--- config.mk ---
export PLATFORM = sky130hd
export DESIGN_NAME = relay_command_frame_encoder_core
export DESIGN_NICKNAME = d
export VERILOG_FILES = /design/src/sv/rcfe_pkg.sv /design/src/sv/relay_command_frame_encoder_core.sv /design/src/sv/rcfe_front.sv /design/src/sv/rcfe_queue.sv /design/src/sv/rcfe_back.sv
export SDC_FILE = /design/constraint.sdc
export NUM_CORES = 1
export LEC_CHECK = 0
export ABC_AREA = 0
export BUFFER_PORTS_ARGS = -buffer_cell sky130_fd_sc_hd__clkbuf_2
export CAP_MARGIN = 20
export CORE_UTILIZATION = 35
export DETAILED_ROUTE_END_ITERATION = 6
export GPL_TIMING_DRIVEN = 0
export PLACE_DENSITY = 0.54
export RECOVER_POWER = 25
export SLEW_MARGIN = 20
export SYNTH_ARGS = -nofsm -noshare
export SYNTH_HDL_FRONTEND = slang
export SYNTH_SLANG_ARGS = --single-unit
--- constraint.sdc ---
create_clock -name i_clk -period 5.2 [get_ports i_clk]
set_input_delay 0.52 -clock i_clk [delete_from_list [all_inputs] [get_ports i_clk]]
set_output_delay 0.52 -clock i_clk [all_outputs]
set_load 0.05 [all_outputs]
--- src/sv/rcfe_pkg.sv ---
// Shared types, constants and the CRC-16 byte step for the relay command frame encoder.
// No dependencies; used by every module of the block.
`default_nettype none
package rcfe_pkg;

    localparam int BODY_MAX = 12;
    localparam int QDEPTH   = 2;
    localparam int QPTR_W   = 1;
    localparam int QCNT_W   = 2;

    localparam logic [15:0] CRC_INIT = 16'hFFFF;
    localparam logic [15:0] CRC_POLY = 16'hA001;

    localparam logic [7:0] PAT_CLOSE  = 8'h55;
    localparam logic [7:0] PAT_OPEN   = 8'h33;
    localparam logic [7:0] LEN_SHORT  = 8'h05;
    localparam logic [7:0] LEN_LONG   = 8'h09;
    localparam logic [7:0] LEN_TIME   = 8'h0C;
    localparam logic [7:0] FN_SETPT   = 8'h08;
    localparam logic [7:0] FN_SETRD   = 8'h03;
    localparam logic [7:0] FLAG_CLEAR = 8'hFF;

    localparam logic [3:0] BODY_SHORT = 4'd5;
    localparam logic [3:0] BODY_LONG  = 4'd9;
    localparam logic [3:0] BODY_TIME  = 4'd12;

    typedef enum logic [2:0] {
        REQ_POLL    = 3'd0,
        REQ_SETRD   = 3'd1,
        REQ_SETPT   = 3'd2,
        REQ_CONTROL = 3'd3,
        REQ_TIME    = 3'd4,
        REQ_EVENT   = 3'd5
    } t_req;

    typedef struct packed {
        logic [3:0]                body_len;
        logic [BODY_MAX-1:0][7:0]  body;
    } t_frame;

    function automatic logic [15:0] crc_byte(input logic [15:0] crc_in, input logic [7:0] data);
        logic [15:0] c;
        c = crc_in ^ {8'h00, data};
        for (int b = 0; b < 8; b++) begin
            c = c[0] ? ((c >> 1) ^ CRC_POLY) : (c >> 1);
        end
        return c;
    endfunction

endpackage
`default_nettype wire

--- src/sv/relay_command_frame_encoder_core.sv ---
// Top level of the relay command frame encoder: address register, front end, queue, back end.
// Depends on rcfe_pkg, rcfe_front, rcfe_queue, rcfe_back.
//
//   channel   direction  handshake              payload
//   in        input      i_in_valid/o_in_stall  i_req_type .. i_second
//   out       output     o_out_valid/i_out_stall o_tx_byte, o_frame_end
//   cfg       input      i_cfg_valid/o_cfg_ready i_cfg_data (device address)
//
// A request transfer is accepted whenever the two-entry queue has room.
// The back end sends one byte per cycle while the output is not stalled; for each frame it
// first loads the frame from the queue, then sends its body bytes and the two CRC bytes.
// Reset is synchronous: it empties the queue, clears the event flag and the address.
// A stalled output holds its byte; the queue absorbs up to two frames meanwhile.
`default_nettype none
module relay_command_frame_encoder_core (
    input  wire logic        i_clk,
    input  wire logic        i_rst_n,
    input  wire logic        i_in_valid,
    output logic             o_in_stall,
    input  wire logic [2:0]  i_req_type,
    input  wire logic [7:0]  i_func_code,
    input  wire logic [7:0]  i_point_addr,
    input  wire logic [15:0] i_value_word,
    input  wire logic        i_switch_on,
    input  wire logic [6:0]  i_year_of_century,
    input  wire logic [3:0]  i_month,
    input  wire logic [4:0]  i_day,
    input  wire logic [4:0]  i_hour,
    input  wire logic [5:0]  i_minute,
    input  wire logic [5:0]  i_second,
    output logic             o_out_valid,
    input  wire logic        i_out_stall,
    output logic [7:0]       o_tx_byte,
    output logic             o_frame_end,
    input  wire logic        i_cfg_valid,
    output logic             o_cfg_ready,
    input  wire logic [7:0]  i_cfg_data
);

    logic [7:0]       r_device_address;
    logic             w_fire;
    logic             w_push;
    logic             w_pending;
    logic             w_q_valid;
    logic             w_q_full;
    logic             w_q_pop;
    rcfe_pkg::t_frame w_front_frame;
    rcfe_pkg::t_frame w_q_frame;

    assign o_cfg_ready = 1'b1;
    assign o_in_stall  = w_q_full;
    assign w_fire      = i_in_valid && !o_in_stall;

    always_ff @(posedge i_clk) begin
        if (!i_rst_n) begin
            r_device_address <= '0;
        end else if (i_cfg_valid && o_cfg_ready) begin
            r_device_address <= i_cfg_data;
        end
    end

    rcfe_front u_front (
        .i_clk             (i_clk),
        .i_rst_n           (i_rst_n),
        .i_fire            (w_fire),
        .i_device_address  (r_device_address),
        .i_req_type        (i_req_type),
        .i_func_code       (i_func_code),
        .i_point_addr      (i_point_addr),
        .i_value_word      (i_value_word),
        .i_switch_on       (i_switch_on),
        .i_year_of_century (i_year_of_century),
        .i_month           (i_month),
        .i_day             (i_day),
        .i_hour            (i_hour),
        .i_minute          (i_minute),
        .i_second          (i_second),
        .o_push            (w_push),
        .o_frame           (w_front_frame),
        .o_pending         (w_pending)
    );

    rcfe_queue u_queue (
        .i_clk   (i_clk),
        .i_rst_n (i_rst_n),
        .i_push  (w_push),
        .i_frame (w_front_frame),
        .i_pop   (w_q_pop),
        .o_valid (w_q_valid),
        .o_full  (w_q_full),
        .o_frame (w_q_frame)
    );

    rcfe_back u_back (
        .i_clk       (i_clk),
        .i_rst_n     (i_rst_n),
        .i_q_valid   (w_q_valid),
        .i_q_frame   (w_q_frame),
        .o_q_pop     (w_q_pop),
        .o_out_valid (o_out_valid),
        .i_out_stall (i_out_stall),
        .o_tx_byte   (o_tx_byte),
        .o_frame_end (o_frame_end)
    );

`ifndef SYNTH
    a_push_not_full: assert property (@(posedge i_clk) disable iff (!i_rst_n)
        w_push |-> !w_q_full)
        else $error("frame pushed into a full queue");

    a_event_sets_flag: assert property (@(posedge i_clk) disable iff (!i_rst_n)
        (w_fire && i_req_type == rcfe_pkg::REQ_EVENT) |=> w_pending)
        else $error("event request did not arm the clear flag");

    a_poll_clears_flag: assert property (@(posedge i_clk) disable iff (!i_rst_n)
        (w_fire && i_req_type == rcfe_pkg::REQ_POLL) |=> !w_pending)
        else $error("poll request did not clear the flag");
`endif

endmodule
`default_nettype wire

--- src/sv/rcfe_front.sv ---
// Front end: classifies accepted requests, keeps the clear-events flag and builds frame bodies.
// Depends on rcfe_pkg.
`default_nettype none
module rcfe_front (
    input  wire logic                 i_clk,
    input  wire logic                 i_rst_n,
    input  wire logic                 i_fire,
    input  wire logic [7:0]           i_device_address,
    input  wire logic [2:0]           i_req_type,
    input  wire logic [7:0]           i_func_code,
    input  wire logic [7:0]           i_point_addr,
    input  wire logic [15:0]          i_value_word,
    input  wire logic                 i_switch_on,
    input  wire logic [6:0]           i_year_of_century,
    input  wire logic [3:0]           i_month,
    input  wire logic [4:0]           i_day,
    input  wire logic [4:0]           i_hour,
    input  wire logic [5:0]           i_minute,
    input  wire logic [5:0]           i_second,
    output logic                      o_push,
    output rcfe_pkg::t_frame          o_frame,
    output logic                      o_pending
);

    logic r_pending;
    logic n_pending;
    logic [7:0] w_pat;

    always_comb begin
        w_pat = (i_point_addr == 8'h00) ? 8'h00
              : (i_switch_on ? rcfe_pkg::PAT_CLOSE : rcfe_pkg::PAT_OPEN);
        o_frame   = '0;
        o_frame.body[0] = i_device_address;
        o_push    = 1'b0;
        n_pending = r_pending;
        case (i_req_type)
            rcfe_pkg::REQ_POLL: begin
                o_frame.body[2]  = rcfe_pkg::LEN_SHORT;
                o_frame.body[3]  = i_func_code;
                o_frame.body[4]  = r_pending ? rcfe_pkg::FLAG_CLEAR : 8'h00;
                o_frame.body_len = rcfe_pkg::BODY_SHORT;
                o_push = i_fire;
                if (i_fire) begin
                    n_pending = 1'b0;
                end
            end
            rcfe_pkg::REQ_SETRD: begin
                o_frame.body[2]  = rcfe_pkg::LEN_SHORT;
                o_frame.body[3]  = rcfe_pkg::FN_SETRD;
                o_frame.body_len = rcfe_pkg::BODY_SHORT;
                o_push = i_fire;
            end
            rcfe_pkg::REQ_SETPT: begin
                o_frame.body[2]  = rcfe_pkg::LEN_LONG;
                o_frame.body[3]  = rcfe_pkg::FN_SETPT;
                o_frame.body[4]  = i_point_addr;
                o_frame.body[5]  = i_value_word[15:8];
                o_frame.body[6]  = i_value_word[7:0];
                o_frame.body_len = rcfe_pkg::BODY_LONG;
                o_push = i_fire;
            end
            rcfe_pkg::REQ_CONTROL: begin
                o_frame.body[2]  = rcfe_pkg::LEN_LONG;
                o_frame.body[3]  = i_func_code;
                o_frame.body[4]  = i_point_addr;
                o_frame.body[5]  = w_pat;
                o_frame.body[6]  = w_pat;
                o_frame.body[7]  = w_pat;
                o_frame.body[8]  = w_pat;
                o_frame.body_len = rcfe_pkg::BODY_LONG;
                o_push = i_fire;
            end
            rcfe_pkg::REQ_TIME: begin
                o_frame.body[2]  = rcfe_pkg::LEN_TIME;
                o_frame.body[4]  = {1'b0, i_year_of_century};
                o_frame.body[5]  = {4'h0, i_month};
                o_frame.body[6]  = {3'h0, i_day};
                o_frame.body[7]  = {3'h0, i_hour};
                o_frame.body[8]  = {2'h0, i_minute};
                o_frame.body[9]  = {2'h0, i_second};
                o_frame.body_len = rcfe_pkg::BODY_TIME;
                o_push = i_fire;
            end
            rcfe_pkg::REQ_EVENT: begin
                if (i_fire) begin
                    n_pending = 1'b1;
                end
            end
            default: begin
                o_push = 1'b0;
            end
        endcase
    end

    always_ff @(posedge i_clk) begin
        if (!i_rst_n) begin
            r_pending <= 1'b0;
        end else begin
            r_pending <= n_pending;
        end
    end

    assign o_pending = r_pending;

endmodule
`default_nettype wire

--- src/sv/rcfe_queue.sv ---
// Two-entry frame queue between the front end and the byte sequencer.
// Depends on rcfe_pkg.
`default_nettype none
module rcfe_queue (
    input  wire logic                 i_clk,
    input  wire logic                 i_rst_n,
    input  wire logic                 i_push,
    input  wire rcfe_pkg::t_frame     i_frame,
    input  wire logic                 i_pop,
    output logic                      o_valid,
    output logic                      o_full,
    output rcfe_pkg::t_frame          o_frame
);

    rcfe_pkg::t_frame r_mem [rcfe_pkg::QDEPTH];
    logic [rcfe_pkg::QPTR_W-1:0] r_wr_ptr;
    logic [rcfe_pkg::QPTR_W-1:0] r_rd_ptr;
    logic [rcfe_pkg::QCNT_W-1:0] r_count;
    logic w_do_push;
    logic w_do_pop;

    assign o_full    = (r_count == rcfe_pkg::QCNT_W'(rcfe_pkg::QDEPTH));
    assign o_valid   = (r_count != '0);
    assign o_frame   = r_mem[r_rd_ptr];
    assign w_do_push = i_push && !o_full;
    assign w_do_pop  = i_pop && o_valid;

    always_ff @(posedge i_clk) begin
        if (w_do_push) begin
            r_mem[r_wr_ptr] <= i_frame;
        end
    end

    always_ff @(posedge i_clk) begin
        if (!i_rst_n) begin
            r_wr_ptr <= '0;
            r_rd_ptr <= '0;
            r_count  <= '0;
        end else begin
            if (w_do_push) begin
                r_wr_ptr <= r_wr_ptr + 1'b1;
            end
            if (w_do_pop) begin
                r_rd_ptr <= r_rd_ptr + 1'b1;
            end
            case ({w_do_push, w_do_pop})
                2'b10:   r_count <= r_count + 1'b1;
                2'b01:   r_count <= r_count - 1'b1;
                default: r_count <= r_count;
            endcase
        end
    end

endmodule
`default_nettype wire

--- src/sv/rcfe_back.sv ---
// Back end: sends frame bytes one per transfer and appends the CRC-16, low byte first.
// Depends on rcfe_pkg.
`default_nettype none
module rcfe_back (
    input  wire logic                 i_clk,
    input  wire logic                 i_rst_n,
    input  wire logic                 i_q_valid,
    input  wire rcfe_pkg::t_frame     i_q_frame,
    output logic                      o_q_pop,
    output logic                      o_out_valid,
    input  wire logic                 i_out_stall,
    output logic [7:0]                o_tx_byte,
    output logic                      o_frame_end
);

    rcfe_pkg::t_frame r_frame;
    logic        r_busy;
    logic [3:0]  r_idx;
    logic [15:0] r_crc;
    logic        r_out_valid;
    logic [7:0]  r_tx_byte;
    logic        r_frame_end;

    logic        w_emit;
    logic        w_in_body;
    logic        w_last;
    logic [7:0]  w_byte;
    logic [15:0] n_crc;

    assign o_q_pop   = !r_busy && i_q_valid;
    assign w_emit    = r_busy && (!r_out_valid || !i_out_stall);
    assign w_in_body = (r_idx < r_frame.body_len);
    assign w_last    = (r_idx == r_frame.body_len + 4'd1);

    always_comb begin
        n_crc = r_crc;
        if (w_in_body) begin
            w_byte = r_frame.body[r_idx];
            n_crc  = rcfe_pkg::crc_byte(r_crc, w_byte);
        end else if (w_last) begin
            w_byte = r_crc[15:8];
        end else begin
            w_byte = r_crc[7:0];
        end
    end

    always_ff @(posedge i_clk) begin
        if (o_q_pop) begin
            r_frame <= i_q_frame;
        end
        if (w_emit) begin
            r_tx_byte   <= w_byte;
            r_frame_end <= w_last;
        end
    end

    always_ff @(posedge i_clk) begin
        if (!i_rst_n) begin
            r_busy      <= 1'b0;
            r_idx       <= '0;
            r_crc       <= rcfe_pkg::CRC_INIT;
            r_out_valid <= 1'b0;
        end else begin
            if (o_q_pop) begin
                r_busy <= 1'b1;
                r_idx  <= '0;
                r_crc  <= rcfe_pkg::CRC_INIT;
            end else if (w_emit) begin
                r_idx <= r_idx + 4'd1;
                r_crc <= n_crc;
                if (w_last) begin
                    r_busy <= 1'b0;
                end
            end
            if (w_emit) begin
                r_out_valid <= 1'b1;
            end else if (!i_out_stall) begin
                r_out_valid <= 1'b0;
            end
        end
    end

    assign o_out_valid = r_out_valid;
    assign o_tx_byte   = r_tx_byte;
    assign o_frame_end = r_frame_end;

endmodule
`default_nettype wire
==> Yosys cells after proc, flatten, opt, wreduce, memory -nomap -nowiden <==
Memory sizes are Yosys's and may differ from the RTL's. A register that Yosys moved wholly into a read port is not among the register bits.
Cells that the tools add are included.
{ "classes": {"addsub": 6, "mul": 0, "div_mod_pow": 0, "magnitude_cmp": 2, "eq_ne": 12, "shifts": 0, "mux": 34, "bitwise_logic": 10, "n_reduce_logical": 25} }
{ "op_table": {"columns": ["op", "count"], "rows": [
  ["2-to-1 mux 16 bit", 8],
  ["one-hot mux 16 bit (3 select lines)", 1],
  ["one-hot mux 8 bit (3 select lines)", 2],
  ["2-to-1 mux 8 bit", 5],
  ["binary-select mux 8 bit (select 4 bit)", 1],
  ["one-hot mux 16 bit (2 select lines)", 1],
  ["inverter 2 -> 3 bit", 8],
  ["one-hot mux 4 bit (3 select lines)", 2],
  ["bitwise XOR 16 x 8 -> 16 bit", 1],
  ["2-to-1 mux 1 bit", 10],
  ["nonzero test 2 bit", 5],
  ["adder 4 x 1 -> 4 bit (second input constant)", 2],
  ["logical NOT 8 bit", 1],
  ["OR reduction 2 bit", 4],
  ["2-to-1 mux 7 bit", 1],
  ["equality test 3 x 2 -> 1 bit (second input constant)", 2],
  ["equality test 3 bit (second input constant)", 2],
  ["2-to-1 mux 6 bit", 1],
  ["!= test 2 x 1 -> 1 bit (second input constant)", 3],
  ["logical AND 1 bit", 5],
  ["less-than comparator 4 x 5 -> 1 bit (second input constant)", 1],
  ["OR reduction 5 bit", 1],
  ["equality test 2 bit (second input constant)", 2],
  ["equality test 4 bit", 1],
  ["14 further kinds", 19]
]} }
{ "totals": {"register_bits": 84, "latchBits": 0, "ram_bits": 140, "mem_bits_ro": 0, "output_inout_bits": 12, "word_cells": 106, "memories": 1} }
{ "mem_list": {"columns": ["name", "depth", "width", "read_ports", "rd_ports_with_merged_regs", "wr", "line_no", "text"], "rows": [
  ["u_queue.r_mem", 2, 70, 1, 1, 1, "rcfe_queue.sv:15", "rcfe_pkg::t_frame r_mem [rcfe_pkg::QDEPTH];"]
]} }

==> Longest topological paths before layout <==
{ "logic_depth": {"ltp_word": 19, "ltp_mapped": 12} }

==> Cells and area by module <==
From an unflattened synthesis, not the netlist that was laid out.
{ "unflattened": {"cells_unflattened": 856, "area_unflattened_um2": 14300.0} }
{ "modules_own_cells": {"columns": ["module", "instances", "cells_each", "area_per_inst_um2", "seq_area_each_um2"], "rows": [
  ["rcfe_queue", 1, 337, 7425.9, 6105.9],
  ["rcfe_back", 1, 331, 5480.3, 3713.6],
  ["rcfe_front", 1, 160, 1074.8, 20.0],
  ["relay_command_frame_encoder_core", 1, 28, 319.1, 160.2]
]} }

==> Worst setup path before layout <==
Ideal clock, no wire load.
{ "synth_path": {"path_kind": "input -> register", "startpoint": "in i_req_type[1]", "endpoint": "mem u_queue.r_mem[0][0] in the netlist's numbering, enable pin", "setup_time_ns": 0.483, "arrival_time_ns": 4.010, "setup_slack_ns": 0.707, "path_stages": 5, "n_path_buf": 2, "cell_sequence": "clkbuf_1 or2_2 clkbuf_1 a21o_1 nor2_1"} }
{ "synth_via": {"elab_chain_cells": 6, "elab_cells_between_ends": 10, "classes_between": "4 x eq/ne; 3 x mux; 3 x reduce/logical"} }
{ "synth_lines": {"columns": ["element", "line_no", "text"], "rows": [
  ["from (decl)", "relay_command_frame_encoder_core.sv:20", "input wire logic [2:0] i_req_type,"],
  ["equality test 3 x 1 -> 1 bit, or another cell as far along", "rcfe_front.sv:36", "case (i_req_type)"],
  ["OR reduction 5 bit (no source line) *", null, null],
  ["2-to-1 mux 1 bit *", "rcfe_front.sv:36", null],
  ["logical AND 1 bit *", "rcfe_queue.sv:25", "assign w_do_push = i_push && !o_full;"],
  ["2-to-1 mux 1 bit *", "rcfe_queue.sv:29", "if (w_do_push) begin"],
  ["2-to-1 mux 1 bit (implied by the code) *", "rcfe_queue.sv:30", "r_mem[r_wr_ptr] <= i_frame;"],
  ["to (decl)", "rcfe_queue.sv:15", null]
]} }
Mark *: on every way between the ends. The rest lies on a longest branch, timed or not.

==> Worst setup path in the final report <==
{ "layout_path": {"startpoint": "reg u_queue.r_count[0] in the netlist's numbering", "endpoint": "reg, netlist name u_back.r_frame[76]"} }
{ "layout_via": {"elab_chain_cells": 2} }
{ "layout_lines": {"columns": ["element", "line_no", "text"], "rows": [
  ["from (decl)", "rcfe_queue.sv:18", "logic [rcfe_pkg::QCNT_W-1:0] r_count;"],
  ["from (signal assigned)", "rcfe_queue.sv:47", "2'b10: r_count <= r_count + 1'b1;"],
  ["from (signal assigned)", "rcfe_queue.sv:48", "2'b01: r_count <= r_count - 1'b1;"],
  ["from (signal assigned)", "rcfe_queue.sv:49", "default: r_count <= r_count;"],
  ["nonzero test 2 bit", "rcfe_queue.sv:23", "assign o_valid = (r_count != '0);"],
  ["logical AND 1 bit", "rcfe_back.sv:30", "assign o_q_pop = !r_busy && i_q_valid;"],
  ["named net u_back.o_q_pop", "rcfe_back.sv:9", "output logic o_q_pop,"]
]} }
The timed path passes the listed nets, and every way through them passes these cells.
A chain may end at the register's enable or synchronous reset.

==> metrics.txt <==
WP data required 5.26 ns; GRT Util Overall between 10 and 15%; crit-path max FO 58; Clock transition at path regs 0.06 ns; vias in the first global route 5,797; Tightest Pin Transition 3.27 ns; delay of the slowest cell on the worst path 2.33 ns; site row count 60; die area roughly 28,000 sq um; CTS tree built; hold path cells 3; Routed Antenna Nets 0; Setup Fix Bufs, Post-CTS 0; hold_buf cts 0; Skew-Pair Late Insertion Delay approximately 0.51 ns; crit path time final 3.70 ns; fin crit share 71.2%; H-tree depth 1; Fin. Hold Viols 0; Yosys top cell by area edfxtp_1; Initial DRC Count 345; ant diodes 0; GR peak layer met2; register area share after synthesis 68.3%; drt total wl slightly above 20 mm; Main synth FF type edfxtp_1; fill cell count 2,463; pin count of the biggest net entering global routing 59; Setup CP Type reg -> reg; Seq cells post-synth 230; core region area 27,000 sq um; GR Layer Usage met2 25.5%; DRT Pass-1 Iters 5; CTS root buffer clkbuf_16; post-synthesis net count 735; Slew Limit Fails between 50 and 60; Post-synth EDFFs 195; crit-path cells o21bai_1 > clkinvlp_2 > clkbuf_1; total congestion overflow 0; status finished, violations left; power density cells 570 nW/um^2; mean number of vias per cell 4.87; post-place instance area approximately 11,000 sq um; final worst setup slack 1.50 ns; GR Util met1 19.9%; initial antenna violation count 0; Leakage Power 0.00421 uW; # IOs between 90 and 100; Routability Congestion 0.886; met3 Usage GRT 2.32%; pre-CTS setup slack 1.77 ns; Starting Density between 30% and 40%; Hold Path Class in -> reg; DP HPWL 14.5 mm; Die Height 168 um; Final setup viols 0; vias between 5,000 and 6,000; unrepaired setup endpoints after global routing false; FMAX 270 MHz; Final nets 858; CP Data Arrival Time about 3.8 ns; synthesized area per cell roughly 15 sq um; number of max-cap violations 1; main area contributors after synthesis edfxtp_1 61%, mux2_2 8.1%, dfxtp_1 7.3%; Layout Utilization a little over two fifths; number of synthesis warnings 0; VDD IR-drop max 0.306 mV; Die W 168 um; Worst Skew 0.00719 ns; number of gates resized after CTS 0; design area 11,500 sq um; CTS buffer count 25; hold path start i_cfg_data[7]; first-pass GRT wire length approximately 32 mm; hold slack between 0.2 and 0.3 ns; worst flop-to-flop path startpoint u_queue.r_count[0]; CP max stage cell clkbuf_1; Max clock buf depth 3; fraction of layout instances using a drive strength above 1 28.6%; asr flop ratio synth 0%; CTS sink cnt 230; crit path launch u_queue.r_count[0]; Synth cell types between 50 and 60; Synth top area share between 60% and 70%; R2R cell count 3; IO Port Bufs between 80 and 90; cells after synthesis roughly 650; Slew HR -118%; Synth-to-Final Area Change 20.3%; Critical Path Sink Type register; failing checks capacitance limit, slew limit; drt drc 0; critical path startpoint category register; Avg WL per Cell between 15 and 20 um; post-synthesis cell area roughly 9600 sq um
==> per-stage QoR <==
step	setup TNS (ns)	total power, uW	std cells
after floorplan	0	4180	648
final	0	6580	1130
after global placement	-145.26	4700	1078
after global routing	0	6910	1130
after detailed placement	0	4770	1085
after CTS	0	6660	1130
==> power breakdown <==
part / total [uW] / switching [uW] / internal (uW)
sequential: 2750 / 179 / 2570
combinational: 1960 / 1110 / 846
clock: 1880 / 721 / 1160
total: 6580 / 2010 / 4570
==> synth_stat cells (all sizes together) (9+ instances only) <==
library cell	instances
nand2	54
mux2i	31
nor2	24
o21ai	24
nor2b	13
a21o	14
xnor2	20
a221o	9
a21oi	19
inv	10
nand3	9
and2	22
dfxtp	35
clkbuf	28
a31oi	11
edfxtp	195
mux2	69
==> cell families (layout without fill, tap and decap cells) <==
logic type / count (synthesis) / in the layout / synth area share, %
other: 1 / 1 / 0.0391
multiplexers: 101 / 101 / 11.6
flip-flops: 230 / 230 / 68.3
buffers and inverters: 46 / 187 / 2.23
AND/OR/NAND/NOR: 137 / 137 / 6.91
XOR/XNOR: 28 / 28 / 3.27
adder cells (fa/ha/maj): 5 / 5 / 0.652
AO/OA/AOI/OAI: 100 / 100 / 7.06
==> layer usage <==
| metal | wire (um) | part of all wire [%] |
|---|---|---|
| met4 | 389 | 1.9 |
| met2 | 10100 | 49 |
| met5 | 0 | 0 |
| met1 | 9330 | 45 |
| met3 | 903 | 4.4 |
==> cell usage in the layout (no fill, tap or decap), types with 3 or more instances in the layout <==
cell type     n
edfxtp_1    195
a21oi_1      19
clkinvlp_4    5
nand2_1      54
inv_1         9
a21o_1       14
buf_6         3
bufinv_16     5
dfxtp_1      35
nor2_1       21
clkbuf_2     88
mux2i_1      31
clkbuf_16    25
and2_1       20
nand3_1       9
nor2b_1      13
buf_16        6
mux2_2       69
o21ai_0      22
o211ai_1      8
xnor2_1      18
xor2_1        5
ha_1          5
clkbuf_1     31
buf_2         3
clkinv_4      3
a21boi_0      3
a221o_1       9
a31oi_1      11
==> final cells by class <==
class / count / area, sq um / area share (%)
flip-flops and latches: 230 / 6560 / 56.8
multi-input cells: 372 / 2850 / 24.7
clock buffers: 28 / 657 / 5.69
repair buffers: 96 / 613 / 5.31
well taps: 341 / 427 / 3.70
clock inverters: 17 / 231 / 2.00
plain buffers: 36 / 176 / 1.53
inverters: 10 / 38.8 / 0.336
==> registers in the layout, indices dropped and copies added, names as in the netlist <==
signal / count
u_back.r_crc: 16
u_queue.r_mem: 124
u_back.r_busy: 1
u_back.o_frame_end: 1
u_back.r_frame: 62
u_front.o_pending: 1
u_back.r_idx: 4
r_device_address: 8
u_back.o_tx_byte: 8
u_queue.r_count: 2
u_queue.r_wr_ptr: 1
u_back.o_out_valid: 1
u_queue.r_rd_ptr: 1
==> worst max-delay path, delay by kind of cell (launching register included) <==
kind                   cells  cell delay (ns)
buffers and inverters      2             2.60
DFF                        1             0.42
AOI/OAI and AO/OA          1             0.18
==> worst paths after layout <==
path                          to  slack [ns]
max           u_back.r_frame[76]        1.50
min          r_device_address[7]        0.27
max reg2reg   u_back.r_frame[76]        1.50
min reg2reg  u_queue.r_mem[1][2]        0.46
(Power assumes the default switching activity.)
